**src/sv/pfdv_pkg.sv**
```systemverilog
// Package: shared types, phase codes and constants for the frame deframer/validator.
package pfdv_pkg;

    localparam int unsigned FPRINT_W = 64;
    localparam int unsigned LEN_W    = 32;

    typedef enum logic [3:0] {
        PH_MAGIC  = 4'd0,
        PH_ID     = 4'd1,
        PH_LENGTH = 4'd2,
        PH_FPRINT = 4'd3,
        PH_CLEN   = 4'd4,
        PH_CBYTE  = 4'd5,
        PH_DLEN   = 4'd6,
        PH_DBYTE  = 4'd7,
        PH_EXTRA  = 4'd8
    } t_phase;

    typedef struct packed {
        logic [7:0]  byte_value;
        logic [3:0]  field_kind;
        logic        is_last;
        logic        frame_ok;
        logic        is_response;
        logic [31:0] req_id;
    } t_result;

    function automatic logic [7:0] magic_byte(input logic resp, input logic [1:0] pos);
        logic [7:0] v;
        unique case (pos)
            2'd0:    v = 8'h41;
            2'd1:    v = 8'h55;
            2'd2:    v = 8'h44;
            default: v = resp ? 8'h52 : 8'h51;
        endcase
        return v;
    endfunction

endpackage

```
**src/sv/pfdv_byte_if.sv**
```systemverilog
// Interface: input byte channel with valid/ready handshake.
interface pfdv_byte_if;
    logic       valid;
    logic       ready;
    logic [7:0] data_byte;
    logic       end_of_packet;

    modport source (output valid, output data_byte, output end_of_packet, input ready);
    modport sink   (input valid, input data_byte, input end_of_packet, output ready);
endinterface

```
**src/sv/pfdv_result_if.sv**
```systemverilog
// Interface: tagged result word channel with valid/ready handshake.
interface pfdv_result_if;
    logic        valid;
    logic        ready;
    logic [7:0]  byte_value;
    logic [3:0]  field_kind;
    logic        is_last;
    logic        frame_ok;
    logic        is_response;
    logic [31:0] req_id;

    modport source (output valid, output byte_value, output field_kind, output is_last,
                    output frame_ok, output is_response, output req_id, input ready);
    modport sink   (input valid, input byte_value, input field_kind, input is_last,
                    input frame_ok, input is_response, input req_id, output ready);
endinterface

```
**src/sv/proxy_frame_deframer_validator.sv**
```systemverilog
// Top level: proxy frame deframer and validator.
// Usage:
//   i_byte takes one packet byte per word, end_of_packet set on the final byte.
//   o_result returns one tagged word per input byte: the byte, its field kind,
//   the end mark, frame_ok on the closing word, the response flag and the
//   request id gathered so far.
//   i_cfg_we / i_cfg_wdata load the expected 64-bit fingerprint; write it only
//   while no words are in flight.
// Timing:
//   One byte is accepted per clock while i_byte.ready is high. The parser
//   forms each result combinationally, and the result is registered into a
//   two-entry output buffer (result register plus skid register).
// Reset:
//   Synchronous active-low reset clears the fingerprint to zero, returns the
//   parser to the magic field and empties the output buffer.
// Stall:
//   When o_result is held off, up to two results wait in the buffer and
//   i_byte.ready drops only once both entries are full.
module proxy_frame_deframer_validator (
    input  logic                          i_clk,
    input  logic                          i_rst_n,
    input  logic                          i_cfg_we,
    input  logic [pfdv_pkg::FPRINT_W-1:0] i_cfg_wdata,
    pfdv_byte_if.sink                     i_byte,
    pfdv_result_if.source                 o_result
);

    pfdv_pkg::t_result parsed;
    pfdv_pkg::t_result held;
    logic              can_push;
    logic              accept;

    assign i_byte.ready = can_push;
    assign accept       = i_byte.valid && can_push;

    pfdv_parser u_parser (
        .i_clk           (i_clk),
        .i_rst_n         (i_rst_n),
        .i_cfg_we        (i_cfg_we),
        .i_cfg_wdata     (i_cfg_wdata),
        .i_accept        (accept),
        .i_data_byte     (i_byte.data_byte),
        .i_end_of_packet (i_byte.end_of_packet),
        .o_result        (parsed)
    );

    pfdv_out_buf u_out_buf (
        .i_clk      (i_clk),
        .i_rst_n    (i_rst_n),
        .i_push     (accept),
        .i_result   (parsed),
        .o_can_push (can_push),
        .o_valid    (o_result.valid),
        .i_ready    (o_result.ready),
        .o_result   (held)
    );

    assign o_result.byte_value  = held.byte_value;
    assign o_result.field_kind  = held.field_kind;
    assign o_result.is_last     = held.is_last;
    assign o_result.frame_ok    = held.frame_ok;
    assign o_result.is_response = held.is_response;
    assign o_result.req_id      = held.req_id;

endmodule

```
**src/sv/pfdv_parser.sv**
```systemverilog
// Parser: per-byte field tracking, checks and result word generation.
module pfdv_parser (
    input  logic                               i_clk,
    input  logic                               i_rst_n,
    input  logic                               i_cfg_we,
    input  logic [pfdv_pkg::FPRINT_W-1:0]      i_cfg_wdata,
    input  logic                               i_accept,
    input  logic [7:0]                         i_data_byte,
    input  logic                               i_end_of_packet,
    output pfdv_pkg::t_result                  o_result
);

    logic [pfdv_pkg::FPRINT_W-1:0] r_fprint;
    pfdv_pkg::t_phase              r_phase, n_phase;
    logic [2:0]                    r_count, n_count;
    logic [63:0]                   r_shift, n_shift;
    logic [31:0]                   r_id, n_id;
    logic                          r_resp, n_resp;
    logic                          r_req, n_req;
    logic [pfdv_pkg::LEN_W-1:0]    r_pay, n_pay;
    logic [pfdv_pkg::LEN_W-1:0]    r_str, n_str;
    logic                          r_err, n_err;

    logic [63:0] sh;
    logic [2:0]  cnt;
    logic        done4;
    logic        done8;
    logic [31:0] pay_dec;
    logic        pay_under;
    logic [31:0] str_dec;
    logic [31:0] new_len;
    logic [3:0]  kind;
    logic        ok;

    assign sh        = {r_shift[55:0], i_data_byte};
    assign cnt       = r_count + 3'd1;
    assign done4     = (cnt == 3'd4);
    assign done8     = (cnt == 3'd0);
    assign pay_under = (r_pay == '0);
    assign pay_dec   = pay_under ? r_pay : r_pay - 32'd1;
    assign str_dec   = r_str - 32'd1;
    assign new_len   = sh[31:0];

    always_comb begin
        n_phase = r_phase;
        n_count = r_count;
        n_shift = r_shift;
        n_id    = r_id;
        n_resp  = r_resp;
        n_req   = r_req;
        n_pay   = r_pay;
        n_str   = r_str;
        n_err   = r_err;
        kind    = 4'(pfdv_pkg::PH_EXTRA);
        unique case (r_phase)
            pfdv_pkg::PH_MAGIC: begin
                kind    = 4'(pfdv_pkg::PH_MAGIC);
                n_resp  = (pfdv_pkg::magic_byte(1'b1, r_count[1:0]) == i_data_byte)
                          && (r_count[1:0] == 2'd0 || r_resp);
                n_req   = (pfdv_pkg::magic_byte(1'b0, r_count[1:0]) == i_data_byte)
                          && (r_count[1:0] == 2'd0 || r_req);
                n_shift = sh;
                n_count = cnt;
                if (done4) begin
                    n_count = '0;
                    n_shift = '0;
                    n_phase = pfdv_pkg::PH_ID;
                    if (!n_resp && !n_req) begin
                        n_err = 1'b1;
                    end
                end
            end
            pfdv_pkg::PH_ID: begin
                kind    = 4'(pfdv_pkg::PH_ID);
                n_id    = {r_id[23:0], i_data_byte};
                n_shift = sh;
                n_count = cnt;
                if (done4) begin
                    n_count = '0;
                    n_shift = '0;
                    n_phase = pfdv_pkg::PH_LENGTH;
                end
            end
            pfdv_pkg::PH_LENGTH: begin
                kind    = 4'(pfdv_pkg::PH_LENGTH);
                n_shift = sh;
                n_count = cnt;
                if (done4) begin
                    n_count = '0;
                    n_pay   = new_len;
                    n_shift = '0;
                    n_phase = pfdv_pkg::PH_FPRINT;
                end
            end
            pfdv_pkg::PH_FPRINT: begin
                kind    = 4'(pfdv_pkg::PH_FPRINT);
                n_pay   = pay_dec;
                n_err   = r_err | pay_under;
                n_shift = sh;
                n_count = cnt;
                if (done8) begin
                    if (sh != r_fprint) begin
                        n_err = 1'b1;
                    end
                    n_shift = '0;
                    n_phase = pfdv_pkg::PH_CLEN;
                end
            end
            pfdv_pkg::PH_CLEN, pfdv_pkg::PH_DLEN: begin
                kind    = 4'(r_phase);
                n_pay   = pay_dec;
                n_err   = r_err | pay_under;
                n_shift = sh;
                n_count = cnt;
                if (done4) begin
                    n_count = '0;
                    n_str   = new_len;
                    n_shift = '0;
                    if (new_len == '0 || new_len > pay_dec) begin
                        n_err   = 1'b1;
                        n_phase = pfdv_pkg::PH_EXTRA;
                    end else if (r_phase == pfdv_pkg::PH_CLEN) begin
                        n_phase = pfdv_pkg::PH_CBYTE;
                    end else begin
                        n_phase = pfdv_pkg::PH_DBYTE;
                    end
                end
            end
            pfdv_pkg::PH_CBYTE, pfdv_pkg::PH_DBYTE: begin
                kind  = 4'(r_phase);
                n_pay = pay_dec;
                n_err = r_err | pay_under;
                n_str = str_dec;
                if (str_dec == '0) begin
                    if (i_data_byte != 8'd0) begin
                        n_err = 1'b1;
                    end
                    n_phase = (r_phase == pfdv_pkg::PH_CBYTE) ? pfdv_pkg::PH_DLEN
                                                              : pfdv_pkg::PH_EXTRA;
                end
            end
            default: begin
                kind    = 4'(pfdv_pkg::PH_EXTRA);
                n_phase = pfdv_pkg::PH_EXTRA;
                n_err   = 1'b1;
            end
        endcase
        ok = i_end_of_packet && !n_err && (n_phase == pfdv_pkg::PH_EXTRA) && (n_pay == '0);
    end

    always_comb begin
        o_result.byte_value  = i_data_byte;
        o_result.field_kind  = kind;
        o_result.is_last     = i_end_of_packet;
        o_result.frame_ok    = ok;
        o_result.is_response = n_resp;
        o_result.req_id      = n_id;
    end

    always_ff @(posedge i_clk) begin
        if (!i_rst_n) begin
            r_fprint <= '0;
        end else if (i_cfg_we) begin
            r_fprint <= i_cfg_wdata;
        end
    end

    // clear parse state at reset and after the closing word
    always_ff @(posedge i_clk) begin
        if (!i_rst_n || (i_accept && i_end_of_packet)) begin
            r_phase <= pfdv_pkg::PH_MAGIC;
            r_count <= '0;
            r_shift <= '0;
            r_id    <= '0;
            r_resp  <= 1'b0;
            r_req   <= 1'b0;
            r_pay   <= '0;
            r_str   <= '0;
            r_err   <= 1'b0;
        end else if (i_accept) begin
            r_phase <= n_phase;
            r_count <= n_count;
            r_shift <= n_shift;
            r_id    <= n_id;
            r_resp  <= n_resp;
            r_req   <= n_req;
            r_pay   <= n_pay;
            r_str   <= n_str;
            r_err   <= n_err;
        end
    end

endmodule

```
**src/sv/pfdv_out_buf.sv**
```systemverilog
// Output buffer: result register plus skid register, registered ready.
module pfdv_out_buf (
    input  logic              i_clk,
    input  logic              i_rst_n,
    input  logic              i_push,
    input  pfdv_pkg::t_result i_result,
    output logic              o_can_push,
    output logic              o_valid,
    input  logic              i_ready,
    output pfdv_pkg::t_result o_result
);

    logic              r_main_valid;
    logic              r_skid_valid;
    pfdv_pkg::t_result r_main;
    pfdv_pkg::t_result r_skid;
    logic              pop;

    assign pop        = r_main_valid && i_ready;
    assign o_can_push = !r_skid_valid;
    assign o_valid    = r_main_valid;
    assign o_result   = r_main;

    always_ff @(posedge i_clk) begin
        if (!i_rst_n) begin
            r_main_valid <= 1'b0;
            r_skid_valid <= 1'b0;
        end else begin
            priority if (r_skid_valid) begin
                if (pop) begin
                    r_skid_valid <= 1'b0;
                end
            end else if (i_push) begin
                if (r_main_valid && !pop) begin
                    r_skid_valid <= 1'b1;
                end else begin
                    r_main_valid <= 1'b1;
                end
            end else if (pop) begin
                r_main_valid <= 1'b0;
            end else begin
                r_main_valid <= r_main_valid;
            end
        end
    end

    always_ff @(posedge i_clk) begin
        priority if (r_skid_valid) begin
            if (pop) begin
                r_main <= r_skid;
            end
        end else if (i_push) begin
            if (r_main_valid && !pop) begin
                r_skid <= i_result;
            end else begin
                r_main <= i_result;
            end
        end else begin
            r_main <= r_main;
        end
    end

endmodule
```
**src/flat_wrapper.sv**
```systemverilog
// flat-port wrapper written by rule: the top's interface ports become plain ports
module proxy_frame_deframer_validator_flat 
  (i_clk, i_rst_n, i_cfg_we, i_cfg_wdata, i_byte_valid, i_byte_data_byte, i_byte_end_of_packet, i_byte_ready, o_result_valid, o_result_byte_value, o_result_field_kind, o_result_is_last, o_result_frame_ok, o_result_is_response, o_result_req_id, o_result_ready);
  pfdv_byte_if i_byte_i ();
  pfdv_result_if o_result_i ();
  input  logic i_clk;
  input  logic i_rst_n;
  input  logic i_cfg_we;
  input  logic [pfdv_pkg::FPRINT_W-1:0] i_cfg_wdata;
  input wire logic [$bits(i_byte_i.valid)-1:0] i_byte_valid;
  input wire logic [$bits(i_byte_i.data_byte)-1:0] i_byte_data_byte;
  input wire logic [$bits(i_byte_i.end_of_packet)-1:0] i_byte_end_of_packet;
  output wire logic [$bits(i_byte_i.ready)-1:0] i_byte_ready;
  output wire logic [$bits(o_result_i.valid)-1:0] o_result_valid;
  output wire logic [$bits(o_result_i.byte_value)-1:0] o_result_byte_value;
  output wire logic [$bits(o_result_i.field_kind)-1:0] o_result_field_kind;
  output wire logic [$bits(o_result_i.is_last)-1:0] o_result_is_last;
  output wire logic [$bits(o_result_i.frame_ok)-1:0] o_result_frame_ok;
  output wire logic [$bits(o_result_i.is_response)-1:0] o_result_is_response;
  output wire logic [$bits(o_result_i.req_id)-1:0] o_result_req_id;
  input wire logic [$bits(o_result_i.ready)-1:0] o_result_ready;
  assign i_byte_i.valid = i_byte_valid;
  assign i_byte_i.data_byte = i_byte_data_byte;
  assign i_byte_i.end_of_packet = i_byte_end_of_packet;
  assign i_byte_ready = i_byte_i.ready;
  assign o_result_valid = o_result_i.valid;
  assign o_result_byte_value = o_result_i.byte_value;
  assign o_result_field_kind = o_result_i.field_kind;
  assign o_result_is_last = o_result_i.is_last;
  assign o_result_frame_ok = o_result_i.frame_ok;
  assign o_result_is_response = o_result_i.is_response;
  assign o_result_req_id = o_result_i.req_id;
  assign o_result_i.ready = o_result_ready;
  proxy_frame_deframer_validator u_core (.i_clk(i_clk), .i_rst_n(i_rst_n), .i_cfg_we(i_cfg_we), .i_cfg_wdata(i_cfg_wdata), .i_byte(i_byte_i), .o_result(o_result_i));
endmodule
```
**config.mk**
```make
export PLATFORM = sky130hd
export DESIGN_NAME = proxy_frame_deframer_validator_flat
export DESIGN_NICKNAME = d
export VERILOG_FILES = /design/src/sv/pfdv_pkg.sv /design/src/sv/pfdv_byte_if.sv /design/src/sv/pfdv_result_if.sv /design/src/sv/proxy_frame_deframer_validator.sv /design/src/sv/pfdv_parser.sv /design/src/sv/pfdv_out_buf.sv /design/src/flat_wrapper.sv
export SDC_FILE = /design/constraint.sdc
export NUM_CORES = 1
export LEC_CHECK = 0
export BUFFER_PORTS_ARGS = -buffer_cell sky130_fd_sc_hd__buf_2
export CORE_AREA = 4 4 190 192
export CTS_CLUSTER_DIAMETER = 40
export DETAILED_ROUTE_END_ITERATION = 10
export DIE_AREA = 0 0 194 196
export PLACE_DENSITY_LB_ADDON = 0.15
export SYNTH_ARGS = -nofsm -noshare
export SYNTH_HDL_FRONTEND = slang
export SYNTH_HIERARCHICAL = 1
export SYNTH_SLANG_ARGS = --single-unit
```
**constraint.sdc**
```tcl
create_clock -name i_clk -period 12.3 [get_ports i_clk]
set_clock_uncertainty 0.15 [all_clocks]
set_input_delay 2.46 -clock i_clk [delete_from_list [all_inputs] [get_ports i_clk]]
set_output_delay 2.46 -clock i_clk [all_outputs]
set_load 0.01 [all_outputs]
```
==> summary.md, run 1 <==
| Metric | Value |
|---|---|
| Number of global-route vias before repair | ~13000 |
| Reported leakage power | between 7 and 8 nW |
| Gate Count Post-Synth | around 1800 |
| Origin of the worst min-delay path | u_core/u_parser/r_err |
| Part of the power in registers | 38.4% |
| Postcts setup bufs | 0 |
| Classification of the worst-slack hold path | reg2reg |
| Leading register cell type out of synthesis | sky130_fd_sc_hd__dfxtp_1 |
| Cell row count | 68 |
| IO buf count | roughly 130 |
| Diodes inserted | 0 |
| Maximum clock path buffer count | 3 |
| Number of nets produced by synthesis | ~1900 |
| Share of power burned in combinational logic | between 10% and 20% |
| Slew margin rel. | ~28% |
| Max IR drop VDD | 0.1196 mV |
| Switching fraction of total power | between 20% and 30% |
| Layout fillers | between 3000 and 4000 |
| Area of the die | about 38000 um^2 |
| Final routed wirelength across all metal layers | between 40000 and 50000 um |
| CTS HTree Levels | 2 |
| Final critical-path share of the clock period | between 40% and 50% |
| Detailed-router iteration count before antenna repair | 5 |
| Number of clock buffers inserted by TritonCTS | 50 |
| Max capacitance violation total | 0 |
| Root Buffer Master | sky130_fd_sc_hd__clkbuf_16 |
| GPL Wtd Cong | 0.9250 |
| Wire per inst | approximately 21 um |
| Placement Setup Slack | 6.635 ns |
| Antenna Violating Nets Remaining | 0 |
| Critical path capture point type | flop |
| Maximum frequency from static timing analysis | between 150 and 200 MHz |
| Post-synth EDFFs | 94 |
| Post-synthesis average cell area | slightly below 10 um^2 |
| Total power divided by cell area | roughly 160 nW/um^2 |
| Pin count of the biggest net entering global routing | a little under 100 |
| Area contributors post-synth | sky130_fd_sc_hd__dfxtp_1, sky130_fd_sc_hd__edfxtp_1, sky130_fd_sc_hd__mux2i_1, sky130_fd_sc_hd__nor2_1, sky130_fd_sc_hd__mux2_4 |
| Number of endpoints with negative hold slack in the final report | 0 |
| Slew of the pin with the lowest slew margin | around 1.1 ns |
| Clock slew at the register clock pins of the worst setup and hold paths | 0.06 ns |
| Nets | 1930 |
| Top cell type by total area after synthesis | sky130_fd_sc_hd__dfxtp_1 |
| Number of resized instances in the post-cts repair step | 0 |
| Async set-or-reset flop fraction in the synthesized netlist | 0% |
| Initial Util | between 40% and 50% |
| I/O pin cnt | 127 |
| Share of post-route cells with drive strength above 1 | about a fifth |
| Overflow left after global routing | 0 |
| Final setup TNS | 0 ns |
| Area Overhead vs Synth | 14.47% |
| Sinks on the clock net | about 320 |
| Number of distinct library cells after synthesis | 89 |
| Count of pins over their slew limit | 0 |
| Cell-internal power | roughly 2.2 mW |
| Kind of start point of the critical path | flop |
| Syn. warnings | 6 |
| Most common cell in the netlist | sky130_fd_sc_hd__dfxtp_1 |
| Switching power | 865.9 uW |
| Critical path type | reg2reg |
| Core area | 34370 um^2 |
| Post-synthesis register bit count | about 320 |
| Combined area of all synthesized cells | 17070 um^2 |
| Vertical extent of the die | approximately 200 um |
| Maximum net fanout on the critical path | 10 |
| Ranking of synthesized cells by instance count | sky130_fd_sc_hd__dfxtp_1, sky130_fd_sc_hd__nor2_1, sky130_fd_sc_hd__mux2i_1 |
| Clock tree from TritonCTS | yes |
| Post-layout util | 56.86% |
| Source of the critical timing path | u_core/u_parser/r_pay[0] |
| Instance area after placement | 17780 um^2 |
| First DRT Iteration DRCs | around 1200 |
| Routed vias/inst | between 5 and 6 |
| Number of endpoints failing setup at the final stage | 0 |
| Post-synthesis sequential area ratio | 43.27% |
| Post-route standard cell area excluding fillers | 19540 um^2 |
| Number of antenna violations at the first check in global routing | 0 |
| DRC violation count after routing | 0 |
| Width of the die | approximately 190 um |
| Endpoint arrival time on the critical path | 5.80 ns |
| Hold Buf Count CTS | 0 |
| Startpoint of the lowest-slack register-to-register path | u_core/u_parser/r_pay[0] |
| Required @ worst endpoint | ~12 ns |
| Unrepaired setup endpoints after global routing | no |
| Clock group share of total power | between 40% and 50% |
| Via Count | around 14000 |
| Clk Latency, worst-skew pair | 0.59 ns |
| GRT Util Overall | between 20% and 30% |
| First-pass GRT wire length | approximately 76000 um |
| Final worst path period need | 5.634 ns |
| Status | completed |
| Minimum setup slack in the final design | 6.666 ns |
| Fraction of post-synthesis cell area in the top cell type by area | 26.74% |
| Placed wire-length estimate after detailed placement | between 30000 and 40000 um |
[power groups by stage]
stage	registers (mW)	logic [mW]	clock network (mW)
detailed placement	1.21	0.426	0
global placement	1.21	0.421	0
CTS	1.19	0.429	1.50
global route	1.19	0.472	1.55
floorplan	1.20	0.319	0
finish	1.19	0.431	1.48
[per-stage QoR]
stage | hold WS, ns | total power [mW] | instances
after floorplan | 0.3055 | 1.516 | 1751
after global placement | 0.3187 | 1.630 | 2215
after detailed placement | 0.3216 | 1.636 | 2215
after CTS | 0.3318 | 3.121 | 2307
after global routing | 0.3667 | 3.217 | 2307
final | 0.3343 | 3.096 | 2307
[critical path, cell delays in order, from the launching register on]
cell                        delay [ns]
sky130_fd_sc_hd__dfxtp_1          0.37
sky130_fd_sc_hd__inv_1            0.08
sky130_fd_sc_hd__ha_1             0.16
sky130_fd_sc_hd__or3b_2           0.57
sky130_fd_sc_hd__or4_4            0.66
sky130_fd_sc_hd__o31ai_4          0.38
sky130_fd_sc_hd__or2_2            0.20
sky130_fd_sc_hd__xor2_1           0.17
sky130_fd_sc_hd__ha_1             0.29
sky130_fd_sc_hd__nand4_1          0.21
sky130_fd_sc_hd__nor2_1           0.07
sky130_fd_sc_hd__a221o_1          0.32
sky130_fd_sc_hd__o31a_1           0.30
sky130_fd_sc_hd__o41ai_1          0.43
sky130_fd_sc_hd__nor2b_1          0.28
sky130_fd_sc_hd__o2bb2ai_1        0.10
sky130_fd_sc_hd__a21oi_1          0.26
sky130_fd_sc_hd__nor4_2           0.10
sky130_fd_sc_hd__mux2_4           0.27
[placed cells by master, fill, tap and decap left out, types with 6 or more instances in the layout]
master                      Yosys  layout
sky130_fd_sc_hd__a211oi_1      32      32
sky130_fd_sc_hd__a21o_1        12      12
sky130_fd_sc_hd__a21oi_1       87      85
sky130_fd_sc_hd__a221oi_1      11      11
sky130_fd_sc_hd__a22oi_1       68      68
sky130_fd_sc_hd__a31oi_1        9       9
sky130_fd_sc_hd__and3_1         6       6
sky130_fd_sc_hd__buf_2          9     125
sky130_fd_sc_hd__buf_4         13      24
sky130_fd_sc_hd__clkbuf_16      0      53
sky130_fd_sc_hd__clkinv_2       0       6
sky130_fd_sc_hd__clkinv_4       0       7
sky130_fd_sc_hd__dfxtp_1      228     227
sky130_fd_sc_hd__edfxtp_1      94      94
sky130_fd_sc_hd__ha_1          40      40
sky130_fd_sc_hd__inv_1         19      19
sky130_fd_sc_hd__inv_6          0       7
sky130_fd_sc_hd__inv_8          0       7
sky130_fd_sc_hd__mux2_2        33      33
sky130_fd_sc_hd__mux2_4        47      47
sky130_fd_sc_hd__mux2i_1       97      97
sky130_fd_sc_hd__nand2_1       87      86
sky130_fd_sc_hd__nand3_1       31      31
sky130_fd_sc_hd__nand4_1       41      41
sky130_fd_sc_hd__nor2_1       210     210
sky130_fd_sc_hd__nor2b_1       69      69
sky130_fd_sc_hd__nor3_1        47      46
sky130_fd_sc_hd__nor4_1        32      32
sky130_fd_sc_hd__o211ai_1       7       7
sky130_fd_sc_hd__o21ai_0       61      61
sky130_fd_sc_hd__o22ai_1        6       6
sky130_fd_sc_hd__or2_2          7       7
sky130_fd_sc_hd__or3_1         18      18
sky130_fd_sc_hd__or4_1          7       7
sky130_fd_sc_hd__xnor2_1       80      80
sky130_fd_sc_hd__xor2_1        22      22
[flip-flops by register name, summed over array words and instances (netlist names)]
name and flops:
u_core/u_parser/r_fprint 64, u_core/u_parser/r_shift 56, u_core/u_out_buf/o_result 47, u_core/u_out_buf/r_skid 47, u_core/u_parser/r_id 32, u_core/u_parser/r_pay 32, u_core/u_parser/r_str 32, u_core/u_parser/r_phase 4
u_core/u_parser/r_count 3, u_core/u_out_buf/o_valid 1, u_core/u_out_buf/r_skid_valid 1, u_core/u_parser/r_err 1, u_core/u_parser/r_req 1, u_core/u_parser/r_resp 1
[routing by layer]
| metal | routed length [um] | track usage, % | vias up | part of all wire (%) |
|---|---|---|---|---|
| li1 | - | - | 6547 | - |
| met1 | 21620 | 34.15 | 6656 | 45 |
| met2 | 22050 | 39.40 | 456 | 46 |
| met3 | 3155 | 4.517 | 90 | 6.6 |
| met4 | 1189 | 6.979 | 0 | 2.5 |
| met5 | 0 | 0 | - | 0 |
[layout make-up]
class / instances / area [um^2] / area share (%)
clock buffers: 56 / 1358 / 6.946
clock inverters: 36 / 404.1 / 2.068
inverters: 19 / 71.32 / 0.3649
multi-input cells: 1270 / 8945 / 45.77
flip-flops and latches: 322 / 7391 / 37.82
well taps: 455 / 569.3 / 2.913
repair buffers: 149 / 805.8 / 4.123
[logic make-up (layout without fill, tap and decap cells)]
| logic type | after synthesis | in the layout | synth area share [%] |
|---|---|---|---|
| xor+xnor | 102 | 102 | 5.233 |
| fa+ha+maj | 40 | 40 | 2.931 |
| compound gates | 354 | 354 | 14.18 |
| buf+inv | 159 | 260 | 4.602 |
| mux | 177 | 177 | 12.00 |
| simple gates | 597 | 597 | 17.79 |
| flops | 322 | 322 | 43.27 |
[final timing paths]
path | end | slack, ns | depth (start not counted)
max | u_core/u_out_buf/o_result[33] | 6.67 | 18
min | u_core/u_parser/r_err | 0.33 | 2
max reg2reg | u_core/u_out_buf/o_result[33] | 6.67 | 18
min reg2reg | u_core/u_parser/r_err | 0.33 | 2
No activity file was read; power rests on OpenSTA's default activity.
==> run 2: changes to the inputs <==
==> constraint.sdc (replaced) <==
create_clock -name i_clk -period 4.62 [get_ports i_clk]
set_clock_uncertainty 0.15 [all_clocks]
set_input_delay 0.924 -clock i_clk [delete_from_list [all_inputs] [get_ports i_clk]]
set_output_delay 0.924 -clock i_clk [all_outputs]
set_load 0.01 [all_outputs]
==> run 2 against run 1 <==
Effect of this change: the run now ends with negative setup slack left; sequential power rose to 2.6 times the previous value; routed wire length up 7.2%; clock-buffer cell count up 2; core utilization up 2.8 points.
==> summary.md, run 2 (synthesis results as in run 1) <==
| Metric | Value |
|---|---|
| DRC violation count after routing | 0 (unchanged) |
| Most common library cell in the layout ignoring fill and taps | sky130_fd_sc_hd__dfxtp_1 |
| Antenna Violating Nets Remaining | 0 (unchanged) |
| Minimum setup slack in the final design | -0.1741 ns (-6.840 ns) |
| Pin count of the biggest net entering global routing | 73 (-26%) |
| Slew of the pin with the lowest slew margin | 1.056 ns (-0.02867 ns) |
| Max capacitance violation total | 0 (unchanged) |
| Area of the die | 38020 um^2 (unchanged) |
| Maximum clock path buffer count | 3 (unchanged) |
| Clock tree from TritonCTS | yes |
| Placed wire-length estimate after detailed placement | 35240 um (+10%) |
| Share of post-route cells with drive strength above 1 | 25.11% (+5.7 points) |
| Classification of the worst-slack hold path | reg2reg |
| Number of endpoints failing setup at the final stage | 2 (+2) |
| Post-route met1 wirelength | 22760 um (+5.3%) |
| GPL Wtd Cong | 0.9822 (+6.2%) |
| Post-route standard cell area excluding fillers | 20490 um^2 (+4.9%) |
| Top register by number of flip-flops | u_core/u_parser/r_fprint |
| Area Overhead vs Synth | 20.04% |
| Final worst path period need | 4.794 ns (-0.8400 ns) |
| Highest metal layer used by the detailed router | met4 |
| Diodes inserted | 0 (unchanged) |
| Root Buffer Master | sky130_fd_sc_hd__clkbuf_16 |
| Status | complete, but fails checks |
| Final critical-path share of the clock period | 103.8% (+58 points) |
| Layout fillers | 2961 (-3.0%) |
| Nets | 2051 (+6.3%) |
| First DRT Iteration DRCs | 1415 (+19%) |
| First-pass GRT wire length | 79430 um (+4.8%) |
| Startpoint of the lowest-slack register-to-register path | u_core/u_parser/r_pay[10] |
| Max IR drop VDD | 0.3134 mV (+160%) |
| Wire per inst | 21.22 um (+2.0%) |
| GRT Util Overall | 26.19% (+1.7 points) |
| Total power divided by cell area | 397.0 nW/um^2 (+150%) |
| Final instance count without filler cells | 2426 (+5.2%) |
| Slew margin rel. | 29.57% (+1.9 points) |
| Reported leakage power | 8.022 nW (+7.5%) |
| Post-layout util | 59.62% (+2.8 points) |
| Endpoint arrival time on the critical path | 4.97 ns (-0.83 ns) |
| Hold Buf Count CTS | 0 (unchanged) |
| Number of endpoints with negative hold slack in the final report | 0 (unchanged) |
| Vertical extent of the die | 196 um (unchanged) |
| Overflow left after global routing | 0 (unchanged) |
| Count of pins over their slew limit | 0 (unchanged) |
| Unrepaired setup endpoints after global routing | yes |
| Number of antenna violations at the first check in global routing | 0 (unchanged) |
| Met2 wirelength from detailed routing | 22630 um (+2.6%) |
| Biggest registers after layout | u_core/u_parser/r_fprint (64), u_core/u_parser/r_shift (56) |
| Maximum frequency from static timing analysis | 208.6 MHz (+18%) |
| Clock slew at the register clock pins of the worst setup and hold paths | 0.06 ns (about the same) |
| I/O pin cnt | 127 (unchanged) |
| Most used cells in the layout excluding fill and tap cells | sky130_fd_sc_hd__dfxtp_1, sky130_fd_sc_hd__nor2_1, sky130_fd_sc_hd__buf_4 |
| Detailed-router iteration count before antenna repair | 6 (+1) |
| Maximum net fanout on the critical path | 5 (-5) |
| Origin of the worst min-delay path | u_core/u_parser/r_id[3] |
| Placement Setup Slack | -0.2857 ns (-6.920 ns) |
| Cell row count | 68 (unchanged) |
| Cells after DPL | 2323 (+4.9%) |
| Length of routed met3 wiring | 4142 um (+31%) |
| Routed vias/inst | 5.924 (-0.60%) |
| Number of global-route vias before repair | 13740 (+4.7%) |
| Initial Util | 49.67% (unchanged) |
| CTS HTree Levels | 2 (unchanged) |
| Clk Latency, worst-skew pair | 0.58 ns (about the same) |
| Reg area | 7397 um^2 (about the same) |
| Max reg flops | 64 (unchanged) |
| Required @ worst endpoint | 4.79 ns (-7.68 ns) |
| Final routed wirelength across all metal layers | 51490 um (+7.2%) |
| Core area | 34370 um^2 (unchanged) |
| Sinks on the clock net | 322 (unchanged) |
| Critical path type | reg2reg |
| Critical path capture point type | flop |
| Instance area after placement | 18660 um^2 (+4.9%) |
| Source of the critical timing path | u_core/u_parser/r_pay[10] |
| Kind of start point of the critical path | flop |
| Number of clock buffers inserted by TritonCTS | 46 (-8.0%) |
| Area taken by multi-input logic gates | 9120 um^2 (+2.0%) |
| Via Count | 14370 (+4.5%) |
| Width of the die | 194 um (unchanged) |
| Violated checks | negative setup slack |
| IO buf count | 126 (unchanged) |
==> run 2: cell types whose count changed in the layout (fill, tap and decap cells not counted), sizes merged <==
cell / change
clkinv: -6
clkinvlp: +1
buf: +125
inv: -1
clkbuf: +2
bufinv: -2
==> run 2: final cells by class <==
type / instances / share of cell area [%]
clock buffers: 58 / 5.989
clock inverters: 28 / 1.557
inverters: 19 / 0.3480
multi-input cells: 1270 / 44.50
flip-flops and latches: 322 / 36.09
well taps: 455 / 2.778
repair buffers: 274 / 8.731
==> run 2: worst max-delay path, stage by stage (launching register included) <==
cell and delay (ns):
sky130_fd_sc_hd__dfxtp_2 0.31, sky130_fd_sc_hd__or4_4 0.56, sky130_fd_sc_hd__or4_4 0.60, sky130_fd_sc_hd__buf_12 0.16, sky130_fd_sc_hd__o211ai_4 0.25, sky130_fd_sc_hd__or4_4 0.19
sky130_fd_sc_hd__xor2_1 0.17, sky130_fd_sc_hd__ha_1 0.29, sky130_fd_sc_hd__a21oi_1 0.15, sky130_fd_sc_hd__nand3_1 0.09, sky130_fd_sc_hd__a221o_1 0.36, sky130_fd_sc_hd__o41ai_4 0.39
sky130_fd_sc_hd__nor2b_4 0.21, sky130_fd_sc_hd__o2bb2ai_1 0.08, sky130_fd_sc_hd__a21oi_2 0.20, sky130_fd_sc_hd__nor4_2 0.08, sky130_fd_sc_hd__mux2_4 0.28
==> run 2: routing by layer <==
metal	up-vias	global-route usage [%]
met5	-	0
met4	0	8.932
met3	129	5.633
met2	595	40.77
met1	6869	36.43
li1	6778	-
==> run 2: per-stage QoR <==
step	hold WS, ns	total power, mW	setup TNS (ns)
6_report	0.3424	8.135	-0.2763
5_1_grt	0.3709	8.452	-0.9911
4_1_cts	0.3392	8.155	-0.04698
3_5_place_dp	0.3319	4.539	-0.5384
3_3_place_gp	0.3192	4.522	-0.1332
2_1_floorplan	0.3055	4.051	-0.1761
==> run 2: report_power, final <==
group	switching (mW)	internal, mW
clock	1.41	2.11
sequential	0.0743	3.04
combinational	0.849	0.653
==> run 2: path summary, 6_finish.rpt <==
path | cells after the start | slack [ns] | end
setup reg to reg | 16 | -0.17 | u_core/u_out_buf/o_result[33]
hold reg to reg | 2 | 0.34 | u_core/u_parser/r_id[3]
setup / recovery | 16 | -0.17 | u_core/u_out_buf/o_result[33]
hold / removal | 2 | 0.34 | u_core/u_parser/r_id[3]
==> run 2: repair_timing <==
action / CTS / global route
pin swaps: 13 / 7
endpoints found under the setup margin: 4 / 6
buffers inserted: 15 / 4
resized for setup: 14 / 15
==> run 3: changes to the inputs <==
--- a/config.mk
+++ b/config.mk
@@ -6,10 +6,11 @@
 export NUM_CORES = 1
 export LEC_CHECK = 0
 export BUFFER_PORTS_ARGS = -buffer_cell sky130_fd_sc_hd__buf_2
-export CORE_AREA = 4 4 190 192
+export CORE_AREA = 4 4 240 242
 export CTS_CLUSTER_DIAMETER = 40
 export DETAILED_ROUTE_END_ITERATION = 10
-export DIE_AREA = 0 0 194 196
+export DIE_AREA = 0 0 244 246
+export HOLD_SLACK_MARGIN = 0.02
 export PLACE_DENSITY_LB_ADDON = 0.15
 export SYNTH_ARGS = -nofsm -noshare
 export SYNTH_HDL_FRONTEND = slang
==> run 3 against run 2 <==
Effect of this change: the run still ends with negative setup slack left; setup slack gained 0.091 ns; routed wire length rose by 8.0%; global-route usage is 8.0 points lower; core utilization down 20 points; clock power grew 35%; first-iteration DRC count fell by 28%; die area grew 58%; clock-buffer cell count rose by 21; sequential share of layout area fell by 1.9 points; critical endpoint unchanged; largest power group unchanged.
==> summary.md, run 3 (synthesis results as in run 1) <==
| Metric | Value |
|---|---|
| Status | complete, but fails checks |
| Violated checks | negative setup slack |
| Minimum setup slack in the final design | -0.08348 ns (+0.09059 ns) |
| Instance area after placement | 19160 um^2 (+2.7%) |
| Most used cells in the layout excluding fill and tap cells | sky130_fd_sc_hd__dfxtp_1, sky130_fd_sc_hd__nor2_1, sky130_fd_sc_hd__buf_4 |
| GRT Util Overall | 18.16% (-8.0 points) |
| Max capacitance violation total | 0 (unchanged) |
| Clk Latency, worst-skew pair | 0.58 ns (about the same) |
| Number of endpoints failing setup at the final stage | 1 (-1) |
| Number of endpoints with negative hold slack in the final report | 0 (unchanged) |
| Width of the die | 244 um (+26%) |
| Cell-by-cell trace of the critical path | inv_4 > ha_4 > or3b_4 > or4_4 > o211ai_2 > buf_6 > nor3_1 > xnor2_1 > ha_1 > nand4_1 > buf_4 > nor4_4 > buf_4 > o31a_1 > o41ai_4 > nor2b_2 > o2bb2ai_1 > a21oi_2 > nor4_2 > mux2_4 |
| Routed vias/inst | 5.099 (-14%) |
| Origin of the worst min-delay path | u_core/u_parser/r_id[26] |
| Hold WS | 0.3362 ns (-0.006232 ns) |
| Top register by number of flip-flops | u_core/u_parser/r_fprint |
| Cell with the largest stage delay on the worst path | sky130_fd_sc_hd__or4_4 |
| CP dominant cell by count | sky130_fd_sc_hd__buf_4 |
| GPL Wtd Cong | 0.8798 (-10%) |
| Startpoint of the lowest-slack register-to-register path | u_core/u_parser/r_pay[0] |
| Clock tree from TritonCTS | yes |
| Maximum net fanout on the critical path | 6 (+1) |
| Sinks on the clock net | 322 (unchanged) |
| Post-layout util | 39.22% (-20 points) |
| Critical path type | reg2reg |
| Biggest registers after layout | u_core/u_parser/r_fprint (64), u_core/u_parser/r_shift (56) |
| Wire per inst | 20.16 um (-5.0%) |
| Max reg flops | 64 (unchanged) |
| Antenna Violating Nets Remaining | 0 (unchanged) |
| Classification of the worst-slack hold path | reg2reg |
| Unrepaired setup endpoints after global routing | yes |
| Slew of the pin with the lowest slew margin | 1.070 ns (+0.01373 ns) |
| Cell row count | 86 (+26%) |
| Crit path largest cell delay | 0.60 ns (about the same) |
| Number of clock buffers inserted by TritonCTS | 66 (+43%) |
| Total power divided by cell area | 433.6 nW/um^2 (+9.2%) |
| Core area | 55090 um^2 (+60%) |
| Total buffers and inverters traversed by the critical path | 4 (+3) |
| Area of the die | 60020 um^2 (+58%) |
| Post-route standard cell area excluding fillers | 21610 um^2 (+5.4%) |
| Endpoint arrival time on the critical path | 5.01 ns (+0.04 ns) |
| Slew margin rel. | 28.65% (-0.91 points) |
| Overflow left after global routing | 0 (unchanged) |
| Initial Util | 30.99% (-19 points) |
| Final routed wirelength across all metal layers | 55620 um (+8.0%) |
| I/O pin cnt | 127 (unchanged) |
| Placement Setup Slack | -0.3277 ns (-0.04195 ns) |
| Detailed-router iteration count before antenna repair | 6 (unchanged) |
| DRC violation count after routing | 0 (unchanged) |
| Reported leakage power | 8.364 nW (+4.3%) |
| Share of post-route cells with drive strength above 1 | 26.63% (+1.5 points) |
| CTS HTree Levels | 3 (+1) |
| Final worst path period need | 4.703 ns (-0.09059 ns) |
| Vertical extent of the die | 246 um (+26%) |
| Final Total Pwr | 9.371 mW (+15%) |
| Required @ worst endpoint | 4.92 ns (+0.13 ns) |
| Most common library cell in the layout ignoring fill and taps | sky130_fd_sc_hd__dfxtp_1 |
| Final critical-path share of the clock period | 101.8% (-2.0 points) |
| Source of the critical timing path | u_core/u_parser/r_pay[0] |
| Via Count | 14070 (-2.1%) |
| Number of antenna violations at the first check in global routing | 3 (+3) |
| Maximum clock path buffer count | 3 (unchanged) |
| Largest delay contributor family on the critical path | simple AND/OR/NAND/NOR gates |
| Max IR drop VDD | 0.2221 mV (-29%) |
| Placed wire-length estimate after detailed placement | 38380 um (+8.9%) |
| Root Buffer Master | sky130_fd_sc_hd__clkbuf_16 |
| Critical path capture point type | flop |
| IO buf count | 126 (unchanged) |
| Area Overhead vs Synth | 26.57% |
| Clock slew at the register clock pins of the worst setup and hold paths | 0.05 ns (about the same) |
| Count of pins over their slew limit | 0 (unchanged) |
| Nets | 2074 (+1.1%) |
| Pin count of the biggest net entering global routing | 69 (-5.5%) |
| Number of global-route vias before repair | 13870 (+0.93%) |
| First-pass GRT wire length | 85050 um (+7.1%) |
| First DRT Iteration DRCs | 1012 (-28%) |
| Maximum frequency from static timing analysis | 212.6 MHz (+1.9%) |
| Kind of start point of the critical path | flop |
-- run 3: cell types whose count changed in the layout (fill, tap and decap cells not counted), sizes merged --
| cell | change |
|---|---|
| clkbuf | +21 |
| clkinv | +12 |
| clkinvlp | +6 |
| inv | -6 |
| buf | +3 |
| bufinv | +2 |
| diode | +2 |
-- run 3: layout make-up --
cell class              count  area [um^2]
fillers                  5538        33480
flip-flops and latches    322         7397
inverters                  19        73.82
repair buffers            277         1857
clock inverters            42        447.9
diodes                      2        5.005
multi-input cells        1270         9090
well taps                 748        935.9
clock buffers              79         1803
-- run 3: path summary, 6_finish.rpt --
check	to	slack, ns	cells past startpoint
setup reg to reg	u_core/u_out_buf/o_result[33]	-0.08	20
setup / recovery	u_core/u_out_buf/o_result[33]	-0.08	20
hold reg to reg	u_core/u_parser/r_id[26]	0.34	2
hold / removal	u_core/u_parser/r_id[26]	0.34	2
-- run 3: what timing repair did --
| action | CTS | global route |
|---|---|---|
| endpoints found under the hold margin | 0 | 0 |
| setup buffers | 3 | 5 |
| gates resized for setup | 9 | 20 |
| pin swaps | 4 | 6 |
| endpoints found under the setup margin | 3 | 6 |
| hold buffers | 0 | 0 |
-- run 3: per-stage QoR --
step,cells,setup TNS (ns)
after floorplan,1751,-0.1761
after global placement,2628,-0.3706
after detailed placement,2628,-0.5984
after CTS,2752,-0.09803
after global routing,2757,-0.4905
final,2759,-0.08348
-- run 3: worst register-to-register path, cell delays in order, from the launching register on --
cell                        delay [ns]
sky130_fd_sc_hd__dfxtp_4          0.35
sky130_fd_sc_hd__inv_4            0.05
sky130_fd_sc_hd__ha_4             0.12
sky130_fd_sc_hd__or3b_4           0.37
sky130_fd_sc_hd__or4_4            0.60
sky130_fd_sc_hd__o211ai_2         0.21
sky130_fd_sc_hd__buf_6            0.15
sky130_fd_sc_hd__nor3_1           0.08
sky130_fd_sc_hd__xnor2_1          0.15
sky130_fd_sc_hd__ha_1             0.32
sky130_fd_sc_hd__nand4_1          0.16
sky130_fd_sc_hd__buf_4            0.19
sky130_fd_sc_hd__nor4_4           0.24
sky130_fd_sc_hd__buf_4            0.16
sky130_fd_sc_hd__o31a_1           0.20
sky130_fd_sc_hd__o41ai_4          0.09
sky130_fd_sc_hd__nor2b_2          0.18
sky130_fd_sc_hd__o2bb2ai_1        0.17
sky130_fd_sc_hd__a21oi_2          0.09
sky130_fd_sc_hd__nor4_2           0.36
sky130_fd_sc_hd__mux2_4           0.20
-- run 3: power by group --
part / total, mW / internal [mW] / switching [mW]
Clock: 4.74 / 3.10 / 1.65
Combinational: 1.51 / 0.661 / 0.847
Sequential: 3.12 / 3.05 / 0.0740
Total: 9.37 / 6.80 / 2.57
-- run 3: metal layers --
layer | vias to the layer above | routed length, um | GRT usage, %
li1 | 6861 | - | -
met1 | 6739 | 26090 | 25.04
met2 | 380 | 24400 | 27.92
met3 | 89 | 3463 | 3.929
met4 | 0 | 1664 | 6.886
met5 | - | 0 | 0
